`config.mk`:
```
export PLATFORM = sky130hd
export DESIGN_NAME = monopole_interaction_accumulator
export DESIGN_NICKNAME = d
export VERILOG_FILES = /design/src/sv/mia_pkg.sv /design/src/sv/monopole_interaction_accumulator.sv /design/src/sv/mia_front.sv /design/src/sv/mia_queue.sv /design/src/sv/mia_factor.sv /design/src/sv/mia_back.sv
export SDC_FILE = /design/constraint.sdc
export NUM_CORES = 2
export LEC_CHECK = 0
export BUFFER_PORTS_ARGS = -buffer_cell sky130_fd_sc_hd__buf_2
export CAP_MARGIN = 5
export CORE_AREA = 2 2 310 618
export DETAILED_ROUTE_END_ITERATION = 8
export DIE_AREA = 0 0 312 620
export PLACE_DENSITY = 0.81
export SYNTH_ARGS = -nofsm -noshare
export SYNTH_HDL_FRONTEND = slang
export SYNTH_HIERARCHICAL = 1
export SYNTH_SLANG_ARGS = --single-unit
```
`constraint.sdc`:
```
create_clock -name i_clk -period 15 [get_ports i_clk]
set_clock_uncertainty 0.2 [all_clocks]
set_input_delay 1.5 -clock i_clk [delete_from_list [all_inputs] [get_ports i_clk]]
set_output_delay 1.5 -clock i_clk [all_outputs]
set_load 0.03 [all_outputs]
```
`src/sv/mia_pkg.sv`:
```
// mia_pkg: shared types, constants and width helpers of the monopole
// interaction accumulator. No dependencies; every other file imports it.
`timescale 1ns / 1ps
`default_nettype none

package mia_pkg;

    // field widths fixed by the item format
    localparam int OFS_W   = 5;
    localparam int MASS_W  = 32;
    localparam int SCALE_W = 32;
    localparam int ACC_W   = 48;

    // fixed point: Q16.16 factors and scales
    localparam int FRAC_W      = 16;
    localparam int FACT_STEPS  = FRAC_W + 2;       // root bits of the factor search
    localparam int BOUND_SHIFT = 2 * FRAC_W + 2;   // 2^34 in the factor bound
    localparam int FMAG_W      = FRAC_W + 1;       // factor magnitude, up to 1.0
    localparam int MUL_W       = 32;
    localparam int PROD_W      = 2 * MUL_W;

    localparam logic [PROD_W-1:0] ROUND_HALF = PROD_W'(1) << (FRAC_W - 1);

    localparam logic [ACC_W-1:0] ACC_MAX = {1'b0, {(ACC_W-1){1'b1}}};
    localparam logic [ACC_W-1:0] ACC_MIN = {1'b1, {(ACC_W-1){1'b0}}};

    localparam logic [SCALE_W-1:0] SCALE_RESET = SCALE_W'(1) << FRAC_W;

    // accumulator components
    localparam int N_COMP = 4;
    localparam int COMP_W = 2;
    localparam logic [COMP_W-1:0] COMP_POTENTIAL  = 2'd0;
    localparam logic [COMP_W-1:0] COMP_GRADIENT_X = 2'd1;
    localparam logic [COMP_W-1:0] COMP_GRADIENT_Y = 2'd2;
    localparam logic [COMP_W-1:0] COMP_GRADIENT_Z = 2'd3;

    typedef enum logic [0:0] {
        REG_SCALE_MONOPOLE = 1'b0,
        REG_SCALE_DIPOLE   = 1'b1
    } t_reg_index;

    typedef struct packed {
        logic full;
        logic empty;
    } t_q_status;

    typedef enum logic [3:0] {
        ST_IDLE,
        ST_CUBE_SQ,
        ST_CUBE,
        ST_FACT_START,
        ST_FACT_WAIT,
        ST_SCALE_MUL,
        ST_SCALE_RND,
        ST_TERM_LO,
        ST_TERM_HI,
        ST_TERM_RND,
        ST_ACCUM,
        ST_EMIT
    } t_back_state;

    // width of a clamped offset magnitude
    function automatic int mag_width(input int max_ofs);
        return $clog2(max_ofs + 1);
    endfunction

    // width of the squared distance
    function automatic int d2_width(input int max_ofs);
        return $clog2(3 * max_ofs * max_ofs + 1);
    endfunction

endpackage

`default_nettype wire

```
`src/sv/monopole_interaction_accumulator.sv`:
```
// monopole_interaction_accumulator: top level; config registers, front,
// queue and back. Depends on mia_pkg, mia_front, mia_queue and mia_back.
`timescale 1ns / 1ps
`default_nettype none

// Accumulates monopole potential and gradient terms over the stencil
// partners of one target cell. Each input transfer is one partner: a small
// offset, clamped to +-MAX_OFFSET, and four signed Q16.16 expansion
// components. The block forms -1/r and x/r^3, y/r^3, z/r^3 in Q16.16 (all
// zero for a zero offset), scales component zero by scale_monopole and the
// others by scale_dipole, and adds the products into four saturating 48-bit
// Q32.16 sums. first clears the sums and the clip flag before the partner is
// added; last sends one result transfer with the sums after it is added.
// The sums are kept after a result until the next first.
// Per component, the 18-step root search for the factor in the back end
// (one bit per cycle) sets the pace; the d2^3 term, the scaling and the
// 48-bit term products all go through one shared 32x32 multiplier. A
// QUEUE_DEPTH entry queue in front of the back end and the result
// register let input transfers and result transfers proceed while the
// back end is busy.
// Config writes are always ready and must be made while the block is idle.
module monopole_interaction_accumulator #(
    parameter int MAX_OFFSET  = 8,
    parameter int QUEUE_DEPTH = 2
) (
    input  logic                                i_clk,
    input  logic                                i_rst_n,
    // partner input
    input  logic                                i_in_valid,
    output logic                                o_in_stall,
    input  logic signed [mia_pkg::OFS_W-1:0]    i_offset_x,
    input  logic signed [mia_pkg::OFS_W-1:0]    i_offset_y,
    input  logic signed [mia_pkg::OFS_W-1:0]    i_offset_z,
    input  logic signed [mia_pkg::MASS_W-1:0]   i_mass_zero,
    input  logic signed [mia_pkg::MASS_W-1:0]   i_mass_one,
    input  logic signed [mia_pkg::MASS_W-1:0]   i_mass_two,
    input  logic signed [mia_pkg::MASS_W-1:0]   i_mass_three,
    input  logic                                i_first,
    input  logic                                i_last,
    // result output
    output logic                                o_out_valid,
    input  logic                                i_out_stall,
    output logic signed [mia_pkg::ACC_W-1:0]    o_potential_sum,
    output logic signed [mia_pkg::ACC_W-1:0]    o_gradient_x_sum,
    output logic signed [mia_pkg::ACC_W-1:0]    o_gradient_y_sum,
    output logic signed [mia_pkg::ACC_W-1:0]    o_gradient_z_sum,
    output logic                                o_saturated,
    // config write
    input  logic                                i_cfg_valid,
    output logic                                o_cfg_ready,
    input  mia_pkg::t_reg_index                 i_cfg_index,
    input  logic [mia_pkg::SCALE_W-1:0]         i_cfg_data
);
    import mia_pkg::*;

    localparam int MAG_W = mag_width(MAX_OFFSET);
    localparam int SQ_W  = 2 * MAG_W;
    localparam int D2_W  = d2_width(MAX_OFFSET);

    // queue word layout, lsb first
    localparam int OFS_SQX   = 3;
    localparam int OFS_SQY   = OFS_SQX + SQ_W;
    localparam int OFS_SQZ   = OFS_SQY + SQ_W;
    localparam int OFS_D2    = OFS_SQZ + SQ_W;
    localparam int OFS_M0    = OFS_D2 + D2_W;
    localparam int OFS_M1    = OFS_M0 + MASS_W;
    localparam int OFS_M2    = OFS_M1 + MASS_W;
    localparam int OFS_M3    = OFS_M2 + MASS_W;
    localparam int OFS_LAST  = OFS_M3 + MASS_W;
    localparam int OFS_FIRST = OFS_LAST + 1;
    localparam int Q_W       = OFS_FIRST + 1;

    logic [SCALE_W-1:0] r_scale_monopole, r_scale_dipole;

    t_q_status          q_status;
    logic               q_push, q_pop;
    logic [Q_W-1:0]     q_wdata, q_rdata;

    logic [2:0]         f_neg;
    logic [SQ_W-1:0]    f_sq_x, f_sq_y, f_sq_z;
    logic [D2_W-1:0]    f_d2;

    // config registers, to be written only while idle; the block does not enforce this
    assign o_cfg_ready = 1'b1;

    always_ff @(posedge i_clk) begin
        if (!i_rst_n) begin
            r_scale_monopole <= SCALE_RESET;
            r_scale_dipole   <= SCALE_RESET;
        end else if (i_cfg_valid) begin
            unique case (i_cfg_index)
                REG_SCALE_MONOPOLE: r_scale_monopole <= i_cfg_data;
                REG_SCALE_DIPOLE:   r_scale_dipole   <= i_cfg_data;
                default: ;
            endcase
        end
    end

    // front: classify the partner and push it into the queue
    mia_front #(
        .MAX_OFFSET (MAX_OFFSET)
    ) u_front (
        .i_valid    (i_in_valid),
        .i_q_status (q_status),
        .o_stall    (o_in_stall),
        .o_push     (q_push),
        .i_offset_x (i_offset_x),
        .i_offset_y (i_offset_y),
        .i_offset_z (i_offset_z),
        .o_neg      (f_neg),
        .o_sq_x     (f_sq_x),
        .o_sq_y     (f_sq_y),
        .o_sq_z     (f_sq_z),
        .o_d2       (f_d2)
    );

    assign q_wdata = {i_first, i_last,
                      i_mass_three, i_mass_two, i_mass_one, i_mass_zero,
                      f_d2, f_sq_z, f_sq_y, f_sq_x, f_neg};

    // decoupling queue, holds classified partners while the back is busy
    mia_queue #(
        .WIDTH (Q_W),
        .DEPTH (QUEUE_DEPTH)
    ) u_queue (
        .i_clk    (i_clk),
        .i_rst_n  (i_rst_n),
        .i_push   (q_push),
        .i_wdata  (q_wdata),
        .i_pop    (q_pop),
        .o_rdata  (q_rdata),
        .o_status (q_status)
    );

    // back: factors, products, sums and the result register; the head entry
    // stays in the queue until its last component is added
    mia_back #(
        .MAX_OFFSET (MAX_OFFSET)
    ) u_back (
        .i_clk            (i_clk),
        .i_rst_n          (i_rst_n),
        .i_q_status       (q_status),
        .o_pop            (q_pop),
        .i_neg            (q_rdata[2:0]),
        .i_sq_x           (q_rdata[OFS_SQX +: SQ_W]),
        .i_sq_y           (q_rdata[OFS_SQY +: SQ_W]),
        .i_sq_z           (q_rdata[OFS_SQZ +: SQ_W]),
        .i_d2             (q_rdata[OFS_D2 +: D2_W]),
        .i_mass_zero      (q_rdata[OFS_M0 +: MASS_W]),
        .i_mass_one       (q_rdata[OFS_M1 +: MASS_W]),
        .i_mass_two       (q_rdata[OFS_M2 +: MASS_W]),
        .i_mass_three     (q_rdata[OFS_M3 +: MASS_W]),
        .i_first          (q_rdata[OFS_FIRST]),
        .i_last           (q_rdata[OFS_LAST]),
        .i_scale_monopole (r_scale_monopole),
        .i_scale_dipole   (r_scale_dipole),
        .o_out_valid      (o_out_valid),
        .i_out_stall      (i_out_stall),
        .o_potential_sum  (o_potential_sum),
        .o_gradient_x_sum (o_gradient_x_sum),
        .o_gradient_y_sum (o_gradient_y_sum),
        .o_gradient_z_sum (o_gradient_z_sum),
        .o_saturated      (o_saturated)
    );

endmodule

`default_nettype wire

```
`src/sv/mia_front.sv`:
```
// mia_front: input handshake and item classification (offset clamp, signs,
// squares, squared distance). Depends on mia_pkg.
`timescale 1ns / 1ps
`default_nettype none

module mia_front #(
    parameter int MAX_OFFSET = 8,
    localparam int MAG_W = mia_pkg::mag_width(MAX_OFFSET),
    localparam int SQ_W  = 2 * MAG_W,
    localparam int D2_W  = mia_pkg::d2_width(MAX_OFFSET)
) (
    input  logic                              i_valid,
    input  mia_pkg::t_q_status                i_q_status,
    output logic                              o_stall,
    output logic                              o_push,
    input  logic signed [mia_pkg::OFS_W-1:0]  i_offset_x,
    input  logic signed [mia_pkg::OFS_W-1:0]  i_offset_y,
    input  logic signed [mia_pkg::OFS_W-1:0]  i_offset_z,
    output logic [2:0]                        o_neg,
    output logic [SQ_W-1:0]                   o_sq_x,
    output logic [SQ_W-1:0]                   o_sq_y,
    output logic [SQ_W-1:0]                   o_sq_z,
    output logic [D2_W-1:0]                   o_d2
);
    import mia_pkg::*;

    localparam int EXT_W = OFS_W + 2;
    localparam logic signed [EXT_W-1:0] LIMIT = EXT_W'(MAX_OFFSET);

    logic signed [OFS_W-1:0] ofs     [3];
    logic signed [EXT_W-1:0] ofs_ext [3];
    logic signed [EXT_W-1:0] clamped [3];
    logic signed [EXT_W-1:0] absval  [3];
    logic [MAG_W-1:0]        mag     [3];
    logic [SQ_W-1:0]         sq      [3];

    assign ofs[0] = i_offset_x;
    assign ofs[1] = i_offset_y;
    assign ofs[2] = i_offset_z;

    always_comb begin
        for (int k = 0; k < 3; k++) begin
            ofs_ext[k] = EXT_W'(ofs[k]);
            if (ofs_ext[k] > LIMIT) begin
                clamped[k] = LIMIT;
            end else if (ofs_ext[k] < -LIMIT) begin
                clamped[k] = -LIMIT;
            end else begin
                clamped[k] = ofs_ext[k];
            end
            o_neg[k]  = clamped[k][EXT_W-1];
            absval[k] = o_neg[k] ? -clamped[k] : clamped[k];
            mag[k]    = absval[k][MAG_W-1:0];
            sq[k]     = SQ_W'(mag[k]) * SQ_W'(mag[k]);
        end
    end

    assign o_sq_x = sq[0];
    assign o_sq_y = sq[1];
    assign o_sq_z = sq[2];
    assign o_d2   = D2_W'(sq[0]) + D2_W'(sq[1]) + D2_W'(sq[2]);

    // input stalls only on a full queue
    assign o_stall = i_q_status.full;
    assign o_push  = i_valid && !i_q_status.full;

endmodule

`default_nettype wire

```
`src/sv/mia_queue.sv`:
```
// mia_queue: short register fifo between the front and the back.
// Depends on mia_pkg for the status struct.
`timescale 1ns / 1ps
`default_nettype none

module mia_queue #(
    parameter int WIDTH = 8,
    parameter int DEPTH = 2
) (
    input  logic               i_clk,
    input  logic               i_rst_n,
    input  logic               i_push,
    input  logic [WIDTH-1:0]   i_wdata,
    input  logic               i_pop,
    output logic [WIDTH-1:0]   o_rdata,
    output mia_pkg::t_q_status o_status
);
    import mia_pkg::*;

    localparam int PTR_W = $clog2(DEPTH);
    localparam int CNT_W = $clog2(DEPTH + 1);

    logic [WIDTH-1:0] r_mem [DEPTH];
    logic [PTR_W-1:0] r_wptr, r_rptr;
    logic [CNT_W-1:0] r_count;
    logic             do_push, do_pop;

    assign o_status.full  = (r_count == CNT_W'(DEPTH));
    assign o_status.empty = (r_count == '0);
    assign do_push = i_push && !o_status.full;
    assign do_pop  = i_pop && !o_status.empty;
    assign o_rdata = r_mem[r_rptr];

    always_ff @(posedge i_clk) begin
        if (!i_rst_n) begin
            r_wptr  <= '0;
            r_rptr  <= '0;
            r_count <= '0;
        end else begin
            if (do_push) begin
                r_wptr <= (r_wptr == PTR_W'(DEPTH - 1)) ? '0 : r_wptr + 1'b1;
            end
            if (do_pop) begin
                r_rptr <= (r_rptr == PTR_W'(DEPTH - 1)) ? '0 : r_rptr + 1'b1;
            end
            if (do_push && !do_pop) begin
                r_count <= r_count + 1'b1;
            end else if (do_pop && !do_push) begin
                r_count <= r_count - 1'b1;
            end
        end
    end

    always_ff @(posedge i_clk) begin
        if (do_push) begin
            r_mem[r_wptr] <= i_wdata;
        end
    end

endmodule

`default_nettype wire

```
`src/sv/mia_factor.sv`:
```
// mia_factor: bit-serial search for the largest t with t*t*M <= B, one
// root bit per cycle with add/compare only. Depends on mia_pkg.
`timescale 1ns / 1ps
`default_nettype none

module mia_factor #(
    parameter int M_W = 30,
    parameter int B_W = 44
) (
    input  logic                           i_clk,
    input  logic                           i_rst_n,
    input  logic                           i_start,
    input  logic [M_W-1:0]                 i_m,
    input  logic [B_W-1:0]                 i_b,
    output logic                           o_done,
    output logic [mia_pkg::FACT_STEPS-1:0] o_root
);
    import mia_pkg::*;

    localparam int W = M_W + 2 * FACT_STEPS + 2;

    logic                  r_busy, r_done;
    logic [FACT_STEPS-1:0] r_bit, r_root;
    logic [W-1:0]          r_p, r_u, r_v;
    logic [B_W-1:0]        r_b;
    logic [W-1:0]          cand;
    logic                  fit;

    // p = root^2*M, u = root*M << (k+1), v = M << 2k for the current bit k
    assign cand = r_p + r_u + r_v;
    assign fit  = (cand <= W'(r_b));

    always_ff @(posedge i_clk) begin
        if (!i_rst_n) begin
            r_busy <= 1'b0;
            r_done <= 1'b0;
        end else begin
            r_done <= 1'b0;
            if (i_start) begin
                r_busy <= 1'b1;
            end else if (r_busy && r_bit[0]) begin
                r_busy <= 1'b0;
                r_done <= 1'b1;
            end
        end
    end

    always_ff @(posedge i_clk) begin
        if (i_start) begin
            r_bit  <= {1'b1, {(FACT_STEPS-1){1'b0}}};
            r_root <= '0;
            r_p    <= '0;
            r_u    <= '0;
            r_v    <= W'(i_m) << (2 * (FACT_STEPS - 1));
            r_b    <= i_b;
        end else if (r_busy) begin
            if (fit) begin
                r_p    <= cand;
                r_root <= r_root | r_bit;
                r_u    <= (r_u + (r_v << 1)) >> 1;
            end else begin
                r_u    <= r_u >> 1;
            end
            r_v   <= r_v >> 2;
            r_bit <= r_bit >> 1;
        end
    end

    assign o_done = r_done;
    assign o_root = r_root;

endmodule

`default_nettype wire

```
`src/sv/mia_back.sv`:
```
// mia_back: sequencer that computes the four factors, scales and multiplies
// on one shared multiplier, and keeps the saturating sums and result register.
// Depends on mia_pkg and mia_factor.
`timescale 1ns / 1ps
`default_nettype none

module mia_back #(
    parameter int MAX_OFFSET = 8,
    localparam int MAG_W  = mia_pkg::mag_width(MAX_OFFSET),
    localparam int SQ_W   = 2 * MAG_W,
    localparam int D2_W   = mia_pkg::d2_width(MAX_OFFSET)
) (
    input  logic                                i_clk,
    input  logic                                i_rst_n,
    input  mia_pkg::t_q_status                  i_q_status,
    output logic                                o_pop,
    input  logic [2:0]                          i_neg,
    input  logic [SQ_W-1:0]                     i_sq_x,
    input  logic [SQ_W-1:0]                     i_sq_y,
    input  logic [SQ_W-1:0]                     i_sq_z,
    input  logic [D2_W-1:0]                     i_d2,
    input  logic [mia_pkg::MASS_W-1:0]          i_mass_zero,
    input  logic [mia_pkg::MASS_W-1:0]          i_mass_one,
    input  logic [mia_pkg::MASS_W-1:0]          i_mass_two,
    input  logic [mia_pkg::MASS_W-1:0]          i_mass_three,
    input  logic                                i_first,
    input  logic                                i_last,
    input  logic [mia_pkg::SCALE_W-1:0]         i_scale_monopole,
    input  logic [mia_pkg::SCALE_W-1:0]         i_scale_dipole,
    output logic                                o_out_valid,
    input  logic                                i_out_stall,
    output logic signed [mia_pkg::ACC_W-1:0]    o_potential_sum,
    output logic signed [mia_pkg::ACC_W-1:0]    o_gradient_x_sum,
    output logic signed [mia_pkg::ACC_W-1:0]    o_gradient_y_sum,
    output logic signed [mia_pkg::ACC_W-1:0]    o_gradient_z_sum,
    output logic                                o_saturated
);
    import mia_pkg::*;

    localparam int CUBE_W = 3 * D2_W;
    localparam int B_W    = SQ_W + BOUND_SHIFT;
    localparam int SUM_W  = ACC_W + 2;

    t_back_state r_state, n_state;

    logic [COMP_W-1:0]     r_comp;
    logic [PROD_W-1:0]     r_prod, r_plo;
    logic [CUBE_W-1:0]     r_cube;
    logic [FMAG_W-1:0]     r_fmag;
    logic [ACC_W-1:0]      r_scaled, r_term;
    logic [ACC_W-1:0]      r_sum [N_COMP];
    logic                  r_clip;
    logic                  r_out_valid;
    logic [ACC_W-1:0]      r_out_sum [N_COMP];
    logic                  r_out_sat;

    // sequencer outputs
    logic [MUL_W-1:0]      mul_a, mul_b;
    logic [PROD_W-1:0]     prod;
    logic                  fact_start, out_load, comp_last;

    // per-component selection
    logic [MASS_W-1:0]     mass_sel, mass_mag;
    logic [SCALE_W-1:0]    scale_sel;
    logic [SQ_W-1:0]       sq_sel;
    logic                  mneg, fneg;
    logic [CUBE_W-1:0]     fact_m;
    logic [B_W-1:0]        fact_b;
    logic                  fact_done;
    logic [FACT_STEPS-1:0] fact_root;
    logic [FACT_STEPS:0]   root_inc;

    logic [PROD_W-1:0]     rnd_scale, rnd_term;
    logic [ACC_W-1:0]      acc_cur;
    logic [SUM_W-1:0]      acc_ext, term_ext, sum_ext;
    logic                  ovf;
    logic [ACC_W-1:0]      acc_new;

    assign comp_last = (r_comp == COMP_GRADIENT_Z);

    always_comb begin
        case (r_comp)
            COMP_POTENTIAL: begin
                mass_sel  = i_mass_zero;
                scale_sel = i_scale_monopole;
                sq_sel    = '0;
                fneg      = 1'b1;
            end
            COMP_GRADIENT_X: begin
                mass_sel  = i_mass_one;
                scale_sel = i_scale_dipole;
                sq_sel    = i_sq_x;
                fneg      = i_neg[0];
            end
            COMP_GRADIENT_Y: begin
                mass_sel  = i_mass_two;
                scale_sel = i_scale_dipole;
                sq_sel    = i_sq_y;
                fneg      = i_neg[1];
            end
            default: begin
                mass_sel  = i_mass_three;
                scale_sel = i_scale_dipole;
                sq_sel    = i_sq_z;
                fneg      = i_neg[2];
            end
        endcase
    end

    assign mneg     = mass_sel[MASS_W-1];
    assign mass_mag = mneg ? (~mass_sel + 1'b1) : mass_sel;

    // 1/r: t^2*d2 <= 2^34, c/r^3: t^2*d2^3 <= c^2*2^34
    assign fact_m = (r_comp == COMP_POTENTIAL) ? CUBE_W'(i_d2) : r_cube;
    assign fact_b = (r_comp == COMP_POTENTIAL) ? (B_W'(1) << BOUND_SHIFT)
                                                : (B_W'(sq_sel) << BOUND_SHIFT);

    mia_factor #(
        .M_W (CUBE_W),
        .B_W (B_W)
    ) u_factor (
        .i_clk   (i_clk),
        .i_rst_n (i_rst_n),
        .i_start (fact_start),
        .i_m     (fact_m),
        .i_b     (fact_b),
        .o_done  (fact_done),
        .o_root  (fact_root)
    );

    // round half up on the search root gives the factor magnitude
    assign root_inc = {1'b0, fact_root} + 1'b1;

    // shared multiplier
    assign prod = {{(PROD_W-MUL_W){1'b0}}, mul_a} * {{(PROD_W-MUL_W){1'b0}}, mul_b};

    assign rnd_scale = r_prod + ROUND_HALF;
    assign rnd_term  = r_plo + {r_prod[MUL_W-1:0], {MUL_W{1'b0}}} + ROUND_HALF;

    // saturating add of the signed term
    assign acc_cur  = r_sum[r_comp];
    assign acc_ext  = {{2{acc_cur[ACC_W-1]}}, acc_cur};
    assign term_ext = {2'b00, r_term};
    assign sum_ext  = (mneg ^ fneg) ? (acc_ext - term_ext) : (acc_ext + term_ext);
    assign ovf      = (sum_ext[SUM_W-1:ACC_W-1] != 3'b000)
                   && (sum_ext[SUM_W-1:ACC_W-1] != 3'b111);
    assign acc_new  = !ovf ? sum_ext[ACC_W-1:0]
                   : (sum_ext[SUM_W-1] ? ACC_MIN : ACC_MAX);

    // next state
    always_comb begin
        n_state = r_state;
        unique case (r_state)
            ST_IDLE:       if (!i_q_status.empty) n_state = ST_CUBE_SQ;
            ST_CUBE_SQ:    n_state = ST_CUBE;
            ST_CUBE:       n_state = ST_FACT_START;
            ST_FACT_START: n_state = ST_FACT_WAIT;
            ST_FACT_WAIT:  if (fact_done) n_state = ST_SCALE_MUL;
            ST_SCALE_MUL:  n_state = ST_SCALE_RND;
            ST_SCALE_RND:  n_state = ST_TERM_LO;
            ST_TERM_LO:    n_state = ST_TERM_HI;
            ST_TERM_HI:    n_state = ST_TERM_RND;
            ST_TERM_RND:   n_state = ST_ACCUM;
            ST_ACCUM: begin
                if (!comp_last) begin
                    n_state = ST_FACT_START;
                end else if (i_last) begin
                    n_state = ST_EMIT;
                end else begin
                    n_state = ST_IDLE;
                end
            end
            ST_EMIT:       if (out_load) n_state = ST_IDLE;
            default:       n_state = ST_IDLE;
        endcase
    end

    // sequencer outputs
    always_comb begin
        mul_a      = '0;
        mul_b      = '0;
        fact_start = 1'b0;
        o_pop      = 1'b0;
        out_load   = 1'b0;
        unique case (r_state)
            ST_CUBE_SQ: begin
                mul_a = MUL_W'(i_d2);
                mul_b = MUL_W'(i_d2);
            end
            ST_CUBE: begin
                mul_a = r_prod[MUL_W-1:0];
                mul_b = MUL_W'(i_d2);
            end
            ST_FACT_START: fact_start = 1'b1;
            ST_SCALE_MUL: begin
                mul_a = mass_mag;
                mul_b = scale_sel;
            end
            ST_TERM_LO: begin
                mul_a = r_scaled[MUL_W-1:0];
                mul_b = MUL_W'(r_fmag);
            end
            ST_TERM_HI: begin
                mul_a = MUL_W'(r_scaled[ACC_W-1:MUL_W]);
                mul_b = MUL_W'(r_fmag);
            end
            ST_ACCUM:   o_pop = comp_last;
            ST_EMIT:    out_load = !r_out_valid || !i_out_stall;
            ST_IDLE, ST_FACT_WAIT, ST_SCALE_RND, ST_TERM_RND: ;
            default: ;
        endcase
    end

    // control state, sums and clip flag
    always_ff @(posedge i_clk) begin
        if (!i_rst_n) begin
            r_state     <= ST_IDLE;
            r_comp      <= '0;
            r_clip      <= 1'b0;
            r_out_valid <= 1'b0;
            for (int k = 0; k < N_COMP; k++) begin
                r_sum[k] <= '0;
            end
        end else begin
            r_state <= n_state;
            if (r_state == ST_IDLE && !i_q_status.empty) begin
                r_comp <= COMP_POTENTIAL;
                if (i_first) begin
                    r_clip <= 1'b0;
                    for (int k = 0; k < N_COMP; k++) begin
                        r_sum[k] <= '0;
                    end
                end
            end
            if (r_state == ST_ACCUM) begin
                r_sum[r_comp] <= acc_new;
                if (ovf) begin
                    r_clip <= 1'b1;
                end
                r_comp <= r_comp + 1'b1;
            end
            if (out_load) begin
                r_out_valid <= 1'b1;
            end else if (!i_out_stall) begin
                r_out_valid <= 1'b0;
            end
        end
    end

    // datapath registers
    always_ff @(posedge i_clk) begin
        unique case (r_state)
            ST_CUBE_SQ:   r_prod <= prod;
            ST_CUBE:      r_cube <= prod[CUBE_W-1:0];
            ST_FACT_WAIT: begin
                if (fact_done) begin
                    r_fmag <= (i_d2 == '0) ? '0 : root_inc[FMAG_W:1];
                end
            end
            ST_SCALE_MUL: r_prod   <= prod;
            ST_SCALE_RND: r_scaled <= rnd_scale[FRAC_W +: ACC_W];
            ST_TERM_LO:   r_plo    <= prod;
            ST_TERM_HI:   r_prod   <= prod;
            ST_TERM_RND:  r_term   <= rnd_term[FRAC_W +: ACC_W];
            ST_IDLE, ST_FACT_START, ST_ACCUM, ST_EMIT: ;
            default: ;
        endcase
        if (out_load) begin
            for (int k = 0; k < N_COMP; k++) begin
                r_out_sum[k] <= r_sum[k];
            end
            r_out_sat <= r_clip;
        end
    end

    assign o_out_valid      = r_out_valid;
    assign o_potential_sum  = r_out_sum[COMP_POTENTIAL];
    assign o_gradient_x_sum = r_out_sum[COMP_GRADIENT_X];
    assign o_gradient_y_sum = r_out_sum[COMP_GRADIENT_Y];
    assign o_gradient_z_sum = r_out_sum[COMP_GRADIENT_Z];
    assign o_saturated      = r_out_sat;

endmodule

`default_nettype wire
```
==> flow_summary.json <==
{
  "layout_commonest_cell": "inv_1",
  "met3_usage_pct": 7.88,
  "insertion_delay_ns": 0.84,
  "worst_path_max_delay_cell": "dfxtp_4",
  "antenna_left": 0,
  "status": "finished with violations",
  "coreArea_um2": 189000,
  "hold_class": "flop to flop",
  "critPathRequiredTime_ns": 15.31,
  "path_clk_slew_ns": 0.07,
  "fin_nets": 11300,
  "crit_top_cell": "fa_1",
  "hp-start": "u_back/r_sum[2][10]$_SDFFCE_PN0P_",
  "cp_slowest_stage_delay_ns": 0.77,
  "crit_type": "flop to flop",
  "h-tree-depth": 3,
  "post-route-period-util_pct": 87.8,
  "ys_ff_latch": 1305,
  "drc": 0,
  "grt_max_degree": 170,
  "drt_iter0_drc": 7822,
  "synth.largest_area_cell": "edfxtp_1",
  "syn_inst": 9438,
  "post_cts_resized": 0,
  "p_comb_share_pct": 41.6,
  "hold_path_depth": 0,
  "p_sw_w": 0.00585,
  "p_leak_nw": 46.1,
  "start_kind": "flop",
  "synth_area_um2": 99400,
  "max_freq_mhz": 75.9,
  "globalRouteOverflowTotal": 0,
  "hold_violations": 0,
  "grt_usage_pct": 31.4,
  "seq_area_frac_synth_pct": 36.7,
  "period_minus_slack_ns": 13.17,
  "multiInputGateArea_um2": 56800,
  "power.total_w": 0.0140,
  "clockRootBuffer": "clkbuf_16",
  "gp_congestion": 1.04,
  "cp_max_fo": 80,
  "die_width_um": 312,
  "drv_slew": 1,
  "yosys_warnings": 6,
  "reg2reg_depth": 36,
  "clkPwrFrac_pct": 22.6,
  "netlist.area_leader.share_pct": 31.2,
  "finalSetupTns_ns": 0,
  "p_seq_share_pct": 35.9,
  "final_cell_mix": "inv_1 (1,137), edfxtp_1 (1,031), fa_1 (965), nand2_1 (964), nor2_1 (916)",
  "rows": 226,
  "antenna_found_initial": 28,
  "cts_setup_buffers": 0,
  "async_reset_ff_share_pct": 0,
  "start_util_pct": 52.6,
  "p_int_w": 0.00818,
  "maxSlewHeadroom_pct": -0.790,
  "fillers": 15600,
  "ios": 379,
  "die_y_um": 620,
  "place_hpwl_um": 233000,
  "crit_path_end_kind": "flop",
  "critPathCapture": "u_back/r_prod[52]$_DFFE_PP_",
  "synthTopCellsByArea": "edfxtp_1 (31%), fa_1 (19%), ha_1 (6.7%)",
  "synthFlopType": "edfxtp_1",
  "violations": "capacitance limit, slew limit",
  "final_layout_size_suffix_gt1_share_pct": 10.9,
  "power_density_nw_per_um2": 130,
  "cts_hold_buffers": 0,
  "drv_cap": 1,
  "avgRoutedWirePerCell_um": 24.9,
  "dieArea_um2": 193000,
  "cp_data_arrival_time_ns": 13.48,
  "clk_path_buf_depth": 3,
  "yosys.cell_types.count": 118,
  "syn_avg_cell_area_um2": 10.5,
  "grt_setup_unrepaired": "no",
  "cts_made_buffers": 113,
  "worst_ir_drop_vdd_mv": 0.198,
  "seq_area_um2": 36500,
  "sw_frac_of_total_pct": 41.7,
  "synthToLayoutAreaGrowth_pct": 8.43,
  "grt_pass1_vias": 76000,
  "drt-pass1-iter-count": 8,
  "via_per_inst": 6.09,
  "grtUsageMet1_pct": 36.8,
  "setup-violations-final": 0,
  "vias": 74700,
  "routed_wl_um": 306000,
  "r2r_end": "u_back/r_prod[52]$_DFFE_PP_",
  "port_buffers": 377,
  "grt_first_pass_wirelength_um": 460000,
  "grt_use_met2_pct": 50.8,
  "cts_tree": "yes",
  "globalRoute.busiestLayer": "met2",
  "worst_pin_slew_ns": 1.47,
  "synth_edf_count": 1031,
  "clock-sinks": 1305,
  "r2r_setup_slack_ns": 1.83
}
synth_stat cells (51+ instances only):
| library cell | number |
|---|---|
| nand2_1 | 971 |
| o21ai_0 | 418 |
| mux2i_1 | 176 |
| a21o_1 | 139 |
| nor2_1 | 924 |
| xnor2_1 | 223 |
| dfxtp_1 | 274 |
| nand4_1 | 86 |
| a31oi_1 | 64 |
| and3_1 | 69 |
| inv_1 | 1138 |
| nor3_1 | 71 |
| mux2_2 | 189 |
| xor2_1 | 198 |
| nor2b_1 | 51 |
| clkbuf_1 | 303 |
| fa_1 | 965 |
| buf_2 | 73 |
| o21a_1 | 65 |
| nand3_1 | 159 |
| and2_1 | 75 |
| a211oi_1 | 70 |
| a21oi_1 | 393 |
| ha_1 | 535 |
| edfxtp_1 | 1031 |
metrics by stage:
stage	area [um2]	utilization (%)	hold WS, ns	setup slack, ns	std cells
floorplan	99500	-	0.209	3.21	9476
global placement	104000	54.9	0.226	2.18	12000
detailed placement	104000	54.9	0.231	2.01	12000
CTS	108000	57.0	0.217	1.97	12200
global route	108000	57.0	0.227	1.22	12300
finish	108000	57.0	0.220	1.83	12300
cell families after synthesis:
kind of cell | share of synthesized area, %
XOR/XNOR | 3.79
adder cells (fa/ha/maj) | 26.2
buffers and inverters | 6.52
multiplexers | 5.00
AND/OR/NAND/NOR | 11.5
flip-flops | 36.7
AO/OA/AOI/OAI | 10.4
other | 0.0113
how the worst min path moves through the flow:
stage	endpoint	slack, ns
final	u_back/r_out_sum[2][10]$_DFFE_PP_	0.22
after global routing	u_back/r_out_sum[2][10]$_DFFE_PP_	0.23
after floorplan	u_back/o_saturated$_DFFE_PP_	0.21
after global placement	u_back/r_out_sum[3][18]$_DFFE_PP_	0.23
after CTS	u_back/r_out_sum[3][11]$_DFFE_PP_	0.22
after detailed placement	u_back/r_out_sum[0][6]$_DFFE_PP_	0.23
layer usage:
layer  vias up  part of all wire [%]
met3      1244                    11
met5         -                 0.042
met2      4568                    46
met4        20                   8.5
li1      32400                     -
met1     36500                    34
power groups by stage:
stage	Clock [W]	Sequential [W]	Combinational (W)
2_1_floorplan	0	0.00494	0.00378
3_3_place_gp	0	0.00506	0.00551
3_5_place_dp	0	0.00509	0.00561
4_1_cts	0.00320	0.00502	0.00566
5_1_grt	0.00331	0.00506	0.00622
6_report	0.00317	0.00503	0.00583
registers in the layout (all words and copies together) (netlist names), 2 cells and up, named ones only:
signal and flops:
u_back/u_factor/r_bit 18, u_back/u_factor/r_v 58, u_back/u_factor/r_p 62, u_queue/r_mem 330, u_back/r_plo 49, u_back/r_comp 2
u_back/u_factor/r_b 42, u_queue/r_count 2, u_back/r_state 4, u_back/r_prod 64, u_back/r_term 48, u_back/r_out_sum 192
u_back/u_factor/o_root 18, u_back/u_factor/r_u 61, u_back/r_scaled 48, u_back/r_cube 24, r_scale_monopole 32, u_back/r_sum 192
r_scale_dipole 32, u_back/r_fmag 17
final cells by class:
cell class	instances	area share [%]
multi-input cells	6563	52.8
flip-flops and latches	1305	33.8
clock inverters	84	1.03
inverters	1139	3.97
diodes	21	0.0488
repair buffers	517	2.76
clock buffers	130	2.68
well taps	2508	2.91
critical path: cells and delay by family, from the launching register on:
kind | cells | cell delay, ns
compound gates | 8 | 2.90
xor+xnor | 1 | 0.69
fa+ha+maj | 10 | 4.78
buf+inv | 5 | 0.63
flops | 1 | 0.77
mux | 1 | 0.40
simple gates | 11 | 2.44
No activity file was read; power rests on OpenSTA's default activity.
